File: config.mk
export PLATFORM = sky130hd
export DESIGN_NAME = three_rotor_substitution_cipher_flat
export DESIGN_NICKNAME = d
export VERILOG_FILES = /design/src/rtl/trsc_pkg.sv /design/src/rtl/trsc_in_if.sv /design/src/rtl/trsc_out_if.sv /design/src/rtl/three_rotor_substitution_cipher.sv /design/src/flat_wrapper.sv
export SDC_FILE = /design/constraint.sdc
export NUM_CORES = 1
export LEC_CHECK = 0
export BUFFER_PORTS_ARGS = -buffer_cell sky130_fd_sc_hd__buf_2
export CAP_MARGIN = 20
export CELL_PAD_IN_SITES_DETAIL_PLACEMENT = 0
export CELL_PAD_IN_SITES_GLOBAL_PLACEMENT = 2
export CORE_ASPECT_RATIO = 2
export CORE_MARGIN = 10
export CORE_UTILIZATION = 49
export DETAILED_ROUTE_END_ITERATION = 12
export PLACE_DENSITY = 0.92
export SLEW_MARGIN = 40
export SYNTH_ARGS = -nofsm -noshare
export SYNTH_HDL_FRONTEND = slang
export SYNTH_SLANG_ARGS = --single-unit
File: constraint.sdc
create_clock -name clk_i -period 21.7 [get_ports clk_i]
set_input_delay 4.34 -clock clk_i [delete_from_list [all_inputs] [get_ports clk_i]]
set_output_delay 4.34 -clock clk_i [all_outputs]
set_load 0.02 [all_outputs]
File: src/rtl/trsc_pkg.sv
// ----------------------------------------------------------------------------
// trsc_pkg: shared definitions for the three-rotor substitution cipher
// Item field widths, rotor geometry, ASCII bounds, a modulo-26 helper and letter tests.
// ----------------------------------------------------------------------------
`default_nettype none

package trsc_pkg;

  // Rotor geometry
  localparam int unsigned NUM_ROTORS = 3;
  localparam int unsigned ALPHA_LEN  = 26;
  localparam int unsigned POS_W      = 5;
  localparam int unsigned SEL_W      = 2;
  localparam int unsigned CHAR_W     = 8;

  localparam logic [POS_W-1:0] LAST_COUNT = POS_W'(ALPHA_LEN - 1);
  localparam logic [POS_W:0]   ALPHA_MOD  = (POS_W+1)'(ALPHA_LEN);

  // ASCII letter bounds
  localparam logic [CHAR_W-1:0] CHAR_A_LOWER = 8'h61;
  localparam logic [CHAR_W-1:0] CHAR_Z_LOWER = 8'h7A;
  localparam logic [CHAR_W-1:0] CHAR_A_UPPER = 8'h41;
  localparam logic [CHAR_W-1:0] CHAR_Z_UPPER = 8'h5A;

  // Item kinds
  typedef enum logic [0:0] {
    MODE_LOAD = 1'b0,
    MODE_CHAR = 1'b1
  } mode_e;

  typedef logic [POS_W-1:0]  sym_t;
  typedef logic [CHAR_W-1:0] char_t;

  // Reduce a value below twice the alphabet length into 0..25
  function automatic sym_t mod_alpha(input logic [POS_W:0] s);
    logic [POS_W:0] r;
    r = (s >= ALPHA_MOD) ? (s - ALPHA_MOD) : s;
    return r[POS_W-1:0];
  endfunction

  function automatic logic is_lower(input char_t c);
    return (c >= CHAR_A_LOWER) && (c <= CHAR_Z_LOWER);
  endfunction

  function automatic logic is_upper(input char_t c);
    return (c >= CHAR_A_UPPER) && (c <= CHAR_Z_UPPER);
  endfunction

endpackage

`default_nettype wire

File: src/rtl/trsc_in_if.sv
// ----------------------------------------------------------------------------
// trsc_in_if: input item channel
// Valid/ready channel carrying one load or character item.
// ----------------------------------------------------------------------------
`default_nettype none

interface trsc_in_if;
  logic                              valid;
  logic                              ready;
  trsc_pkg::mode_e                   mode;
  logic [trsc_pkg::SEL_W-1:0]        rotor_sel;
  logic [trsc_pkg::POS_W-1:0]        position;
  logic [trsc_pkg::POS_W-1:0]        entry_value;
  logic [trsc_pkg::CHAR_W-1:0]       char_in;

  modport source (output valid, mode, rotor_sel, position, entry_value, char_in,
                  input ready);
  modport sink   (input valid, mode, rotor_sel, position, entry_value, char_in,
                  output ready);
endinterface

`default_nettype wire

File: src/rtl/trsc_out_if.sv
// ----------------------------------------------------------------------------
// trsc_out_if: result item channel
// Valid/ready channel carrying one output byte.
// ----------------------------------------------------------------------------
`default_nettype none

interface trsc_out_if;
  logic                        valid;
  logic                        ready;
  logic [trsc_pkg::CHAR_W-1:0] char_out;

  modport source (output valid, char_out, input ready);
  modport sink   (input valid, char_out, output ready);
endinterface

`default_nettype wire

File: src/rtl/three_rotor_substitution_cipher.sv
// ----------------------------------------------------------------------------
// three_rotor_substitution_cipher: odometer-stepped three-rotor cipher
// Loads rotor tables entry by entry and substitutes letters through the
// rotor chain; other bytes pass through unchanged.
// ----------------------------------------------------------------------------
//  Channel   Dir  Modport  Payload
//  item_i    in   sink     mode, rotor_sel, position, entry_value, char_in
//  result_o  out  source   char_out
//
//  One item per cycle unless a character meets a stalled result. A character
//  passes the input register, then the result register; the limit is the
//  chained lookup through the three rotor tables and offset adds between them.
//  Reset clears valid flags and offsets; rotor tables hold garbage until loaded.
//  A stalled result holds the result register; the input register still drains
//  load items, and accepts a new item as soon as its current one moves on.
// ----------------------------------------------------------------------------
`default_nettype none

module three_rotor_substitution_cipher (
  input  wire          clk_i,
  input  wire          rst_ni,
  trsc_in_if.sink      item_i,
  trsc_out_if.source   result_o
);

  localparam int unsigned NR = trsc_pkg::NUM_ROTORS;

  // Input register
  logic                         in_valid_q;
  trsc_pkg::mode_e              in_mode_q;
  logic [trsc_pkg::SEL_W-1:0]   in_sel_q;
  trsc_pkg::sym_t               in_pos_q;
  trsc_pkg::sym_t               in_val_q;
  trsc_pkg::char_t              in_char_q;

  // Result register
  logic                         out_valid_q;
  trsc_pkg::char_t              out_char_q;
  trsc_pkg::char_t              out_char_d;

  // Rotor state
  trsc_pkg::sym_t               off_q [NR];
  trsc_pkg::sym_t               off_d [NR];
  logic                         carry [NR];
  trsc_pkg::sym_t               chain [NR+1];

  logic                         adv;
  logic                         is_load;
  logic                         lower;
  logic                         upper;
  logic                         letter;
  logic                         step;
  logic                         tbl_we;
  trsc_pkg::sym_t               idx0;

  // Advance the input register: loads always retire, characters need room
  assign is_load      = (in_mode_q == trsc_pkg::MODE_LOAD);
  assign adv          = in_valid_q && (is_load || !out_valid_q || result_o.ready);
  assign item_i.ready = !in_valid_q || adv;

  always_ff @(posedge clk_i or negedge rst_ni) begin
    if (!rst_ni) begin
      in_valid_q <= 1'b0;
    end else if (item_i.ready) begin
      in_valid_q <= item_i.valid;
    end
  end

  always_ff @(posedge clk_i) begin
    if (item_i.ready && item_i.valid) begin
      in_mode_q <= item_i.mode;
      in_sel_q  <= item_i.rotor_sel;
      in_pos_q  <= item_i.position;
      in_val_q  <= item_i.entry_value;
      in_char_q <= item_i.char_in;
    end
  end

  // Classify the byte and form the letter index
  assign lower  = trsc_pkg::is_lower(in_char_q);
  assign upper  = trsc_pkg::is_upper(in_char_q);
  assign letter = lower || upper;
  assign idx0   = lower ? trsc_pkg::POS_W'(in_char_q - trsc_pkg::CHAR_A_LOWER)
                        : trsc_pkg::POS_W'(in_char_q - trsc_pkg::CHAR_A_UPPER);
  assign chain[0] = idx0;

  assign tbl_we = adv && is_load && (in_pos_q < trsc_pkg::POS_W'(trsc_pkg::ALPHA_LEN));
  assign step   = adv && !is_load && letter;

  // Rotor tables, lookup chain and odometer offsets
  for (genvar r = 0; r < NR; r++) begin : g_rotor
    trsc_pkg::sym_t tbl_q [trsc_pkg::ALPHA_LEN];
    trsc_pkg::sym_t addr;
    trsc_pkg::sym_t entry;

    // Write one table entry on a retiring load whose position is below 26
    always_ff @(posedge clk_i) begin
      if (tbl_we && (int'(in_sel_q) == r)) begin
        tbl_q[in_pos_q] <= in_val_q;
      end
    end

    // Offset the index, look up, fold entries above 25
    assign addr  = trsc_pkg::mod_alpha({1'b0, chain[r]} + {1'b0, off_q[r]});
    assign entry = tbl_q[addr];
    assign chain[r+1] = trsc_pkg::mod_alpha({1'b0, entry});

    // Step the odometer digit and pass on the carry
    if (r == 0) begin : g_first
      assign carry[r] = step;
    end else begin : g_next
      assign carry[r] = carry[r-1] && (off_q[r-1] == trsc_pkg::LAST_COUNT);
    end

    always_comb begin
      off_d[r] = off_q[r];
      if (carry[r]) begin
        off_d[r] = (off_q[r] == trsc_pkg::LAST_COUNT) ? '0 : off_q[r] + 1'b1;
      end
    end

    always_ff @(posedge clk_i or negedge rst_ni) begin
      if (!rst_ni) begin
        off_q[r] <= '0;
      end else begin
        off_q[r] <= off_d[r];
      end
    end
  end

  // Build the result byte
  always_comb begin
    if (!letter) begin
      out_char_d = in_char_q;
    end else if (upper) begin
      out_char_d = trsc_pkg::CHAR_A_UPPER + {3'b000, chain[NR]};
    end else begin
      out_char_d = trsc_pkg::CHAR_A_LOWER + {3'b000, chain[NR]};
    end
  end

  // Result register: fill on a retiring character, drop when taken
  always_ff @(posedge clk_i or negedge rst_ni) begin
    if (!rst_ni) begin
      out_valid_q <= 1'b0;
    end else if (adv && !is_load) begin
      out_valid_q <= 1'b1;
    end else if (result_o.ready) begin
      out_valid_q <= 1'b0;
    end
  end

  always_ff @(posedge clk_i) begin
    if (adv && !is_load) begin
      out_char_q <= out_char_d;
    end
  end

  assign result_o.valid    = out_valid_q;
  assign result_o.char_out = out_char_q;

`ifndef SYNTHESIS
  // A retiring load into an empty result register gives no result
  a_load_no_result: assert property (@(posedge clk_i) disable iff (!rst_ni)
    (adv && is_load && !out_valid_q) |=> !result_o.valid)
    else $error("load item produced a result");

  // Non-letter bytes pass through unchanged
  a_passthrough: assert property (@(posedge clk_i) disable iff (!rst_ni)
    (adv && !is_load && !letter) |=> (result_o.char_out == $past(in_char_q)))
    else $error("non-letter byte was altered");

  // The first offset only moves when a letter retires
  a_offset_hold: assert property (@(posedge clk_i) disable iff (!rst_ni)
    !step |=> $stable(off_q[0]))
    else $error("offset stepped without a letter");

  // The first and last offsets stay inside the alphabet
  a_offset_range: assert property (@(posedge clk_i) disable iff (!rst_ni)
    (off_q[0] <= trsc_pkg::LAST_COUNT) && (off_q[NR-1] <= trsc_pkg::LAST_COUNT))
    else $error("offset out of range");
`endif

endmodule

`default_nettype wire
File: src/flat_wrapper.sv
// flat-port wrapper written by rule: the top's interface ports become plain ports
module three_rotor_substitution_cipher_flat 
  (clk_i, rst_ni, item_i_valid, item_i_mode, item_i_rotor_sel, item_i_position, item_i_entry_value, item_i_char_in, item_i_ready, result_o_valid, result_o_char_out, result_o_ready);
  trsc_in_if item_i_i ();
  trsc_out_if result_o_i ();
  input  wire clk_i;
  input  wire rst_ni;
  input wire logic [$bits(item_i_i.valid)-1:0] item_i_valid;
  input wire logic [$bits(item_i_i.mode)-1:0] item_i_mode;
  input wire logic [$bits(item_i_i.rotor_sel)-1:0] item_i_rotor_sel;
  input wire logic [$bits(item_i_i.position)-1:0] item_i_position;
  input wire logic [$bits(item_i_i.entry_value)-1:0] item_i_entry_value;
  input wire logic [$bits(item_i_i.char_in)-1:0] item_i_char_in;
  output wire logic [$bits(item_i_i.ready)-1:0] item_i_ready;
  output wire logic [$bits(result_o_i.valid)-1:0] result_o_valid;
  output wire logic [$bits(result_o_i.char_out)-1:0] result_o_char_out;
  input wire logic [$bits(result_o_i.ready)-1:0] result_o_ready;
  assign item_i_i.valid = item_i_valid;
  assign item_i_i.mode = item_i_mode;
  assign item_i_i.rotor_sel = item_i_rotor_sel;
  assign item_i_i.position = item_i_position;
  assign item_i_i.entry_value = item_i_entry_value;
  assign item_i_i.char_in = item_i_char_in;
  assign item_i_ready = item_i_i.ready;
  assign result_o_valid = result_o_i.valid;
  assign result_o_char_out = result_o_i.char_out;
  assign result_o_i.ready = result_o_ready;
  three_rotor_substitution_cipher u_core (.clk_i(clk_i), .rst_ni(rst_ni), .item_i(item_i_i), .result_o(result_o_i));
endmodule
==> flow_metrics.env <==
export IMPL_outcome="complete, no violations"
export IMPL_avgSynthCellArea_um2=13.9
export IMPL_num_rows=104
export IMPL_grt_pass1_vias=12700
export IMPL_tightest_slew_ps=844
export IMPL_route_met2_wl_um=29000
export IMPL_grt_pass1_wl_um=75900
export IMPL_cts_resized_gates=0
export IMPL_fin_area_um2=22100
export IMPL_worstPathArrival_ps=15350
export IMPL_drive_gt1_share_pct=13.7
export IMPL_cpPeakStageDelay_ps=690
export IMPL_seq_area_frac_synth_pct=65.0
export IMPL_htreeDepth=2
export IMPL_diodes=0
export IMPL_placement_io_buffers=34
export IMPL_coreArea_um2=40300
export IMPL_skew_ps=25.3
export IMPL_finalHoldViolCount=0
export IMPL_synth_nets=1495
export IMPL_clk_latency_ps=550
export IMPL_clk_pin_slew_ps=60
export IMPL_hp_class="register to register"
export IMPL_antenna_found_initial=0
export IMPL_async_flop_share_pct=3.90
export IMPL_grt_usage_pct=20.0
export IMPL_synth_edf_count=419
export IMPL_layout_nets=1529
export IMPL_netlist_area_um2=20000
export IMPL_place_area_um2=20700
export IMPL_synthesis_yosys_warnings=0
export IMPL_synthTopCellsByCount="419 x edfxtp_1, 134 x nand2_1, 134 x nor2_1"
export IMPL_numCtsBuffers=39
export IMPL_drc=0
export IMPL_fin_setup_tns_ps=0
export IMPL_io_pins=35
export IMPL_wl_um=51000
export IMPL_drtAntennaViolNets=0
export IMPL_areaGrowthSynthToFinish_pct=10.3
export IMPL_via_per_inst=6.14
export IMPL_worstSetupPathType="register to register"
export IMPL_setup_viol=0
export IMPL_die_y_um=306
export IMPL_yosys_top_cells_area="edfxtp_1 63%, mux2i_1 4.4%, mux4_2 3.8%"
export IMPL_crit_slowest_cell="o21a_1"
export IMPL_relSlewSlack_pct=43.6
export IMPL_synth_top_cell_by_area="edfxtp_1"
export IMPL_rsz0062_at_grt="false"
export IMPL_cts_tree="built"
export IMPL_critPathLaunchType="register"
export IMPL_gr_total_overflow=0
export IMPL_gp_congestion=0.916
export IMPL_dieArea_um2=49800
export IMPL_grt_max_degree=79
export IMPL_synthFlopType="edfxtp_1"
export IMPL_holdPathStages=1
export IMPL_drv_cap=0
export IMPL_wire_per_inst_um=25.1
export IMPL_clockBufferDepth=3
export IMPL_start_util_pct=49.6
export IMPL_postCtsSetupBuffers=0
export IMPL_crit_path_frequent_cell="ha_1"
export IMPL_slew_violations=0
export IMPL_reg2reg_depth=52
export IMPL_hpwl_um=36000
export IMPL_wl_met3_um=2020
export IMPL_route_vias_total=12500
export IMPL_timing_fmax_mhz=66.9
export IMPL_fillers=3243
export IMPL_final_min_clock_period_ps=14950
export IMPL_endpoint_kind="register"
export IMPL_fp_dieW_um=163
export IMPL_wl_met1_um=17400
export IMPL_cts_root_buf="clkbuf_16"
export IMPL_ctsHoldBuffers=0
export IMPL_postSynthCellCount=1434
export IMPL_dr_pass1_iters=5
export IMPL_synth_top_area_share_pct=62.9
export IMPL_first_iter_violations=920
export IMPL_cp_required_ps=22090
export IMPL_clock_sinks=436
export IMPL_synth_seq_cells=436
export IMPL_route_top_layer_used="met4"
export IMPL_synthMostInstantiatedCell="edfxtp_1"
export IMPL_crit_fanout=47
export IMPL_ys_types=90
export IMPL_fin_crit_sh_pct=68.9
cell usage in the layout (no fill, tap or decap), types with 9 or more instances in the layout:
cell type / instances
a2111oi_0: 13
a221oi_1: 14
o211ai_1: 11
clkbuf_16: 40
dfrtp_1: 17
and3_1: 20
nand2_1: 133
mux2_2: 20
mux4_2: 34
nand3_1: 37
nor3_1: 34
mux2i_1: 88
buf_2: 34
o21ai_0: 57
buf_4: 12
a22oi_1: 9
a21o_1: 14
a211oi_1: 15
xnor2_1: 9
inv_1: 29
a21oi_1: 40
nor2b_1: 11
edfxtp_1: 419
ha_1: 32
a311oi_1: 11
a31oi_1: 11
nor2_1: 134
per-layer routing:
metal  global-route usage [%]  up-vias
li1                         -     5665
met1                     20.8     6262
met2                     38.4      404
met3                     1.79      120
met4                     10.4        0
met5                        0        -
cells by family (layout without fill, tap and decap cells):
group	count (synthesis)	count (layout)	share of synthesized area, %
and+or+nand+nor	433	433	10.1
DFF	436	436	65.0
AOI/OAI and AO/OA	278	278	9.98
adders and majority gates	36	36	2.36
muxes	144	144	9.62
xor gates and xnor gates	17	17	0.820
buffers and inverters	90	154	2.06
final timing paths:
path / startpoint / end / slack (ps)
max reg2reg: u_core.in_char_q[0] / u_core.result_o.char_out[4] / 6750
min: u_core.in_char_q[7] / u_core.result_o.char_out[7] / 570
max in group asynchronous: rst_ni / u_core.in_valid_q / 17630
max: u_core.in_char_q[0] / u_core.result_o.char_out[4] / 6750
min reg2reg: u_core.in_char_q[7] / u_core.result_o.char_out[7] / 570
min in group asynchronous: rst_ni / u_core.off_q[4] / 3740
registers in the layout, summed over array words and instances (netlist names):
name	flops
u_core.in_char_q	8
u_core.in_val_q	5
u_core.in_pos_q	5
u_core.in_valid_q	1
u_core.g_rotor.tbl_q	390
u_core.in_mode_q	1
u_core.result_o.char_out	8
u_core.off_q	15
u_core.in_sel_q	2
u_core.result_o.valid	1
through the flow:
| stage | utilization (%) | setup WS (ps) | hold slack (ps) | instances |
|---|---|---|---|---|
| floorplan | - | 9490 | 503 | 1434 |
| global placement | 51.2 | 6980 | 554 | 1955 |
| detailed placement | 51.2 | 6940 | 536 | 1955 |
| CTS | 54.5 | 6880 | 569 | 2026 |
| global route | 54.7 | 5850 | 582 | 2028 |
| finish | 54.7 | 6750 | 574 | 2028 |
worst max-delay path, delay by kind of cell, from the launching register on:
family,cells,cell delay [ps]
AO/OA/AOI/OAI,15,4050
XOR/XNOR,2,650
adder cells (fa/ha/maj),9,2780
buffers and inverters,8,1460
flip-flops,1,440
multiplexers,5,1280
AND/OR/NAND/NOR,13,4090
area by class of cell:
cell class | instances | area (um2) | share of cell area [%]
flip-flops and latches | 436 | 13000 | 59.0
multi-input cells | 908 | 6600 | 29.9
clock buffers | 44 | 1020 | 4.61
well taps | 530 | 663 | 3.01
repair buffers | 51 | 334 | 1.51
clock inverters | 27 | 309 | 1.40
inverters | 32 | 120 | 0.545
Power is left out: the tool's default activity adds up to more than one toggle a clock period on the data nets, which glitch-free logic cannot reach.
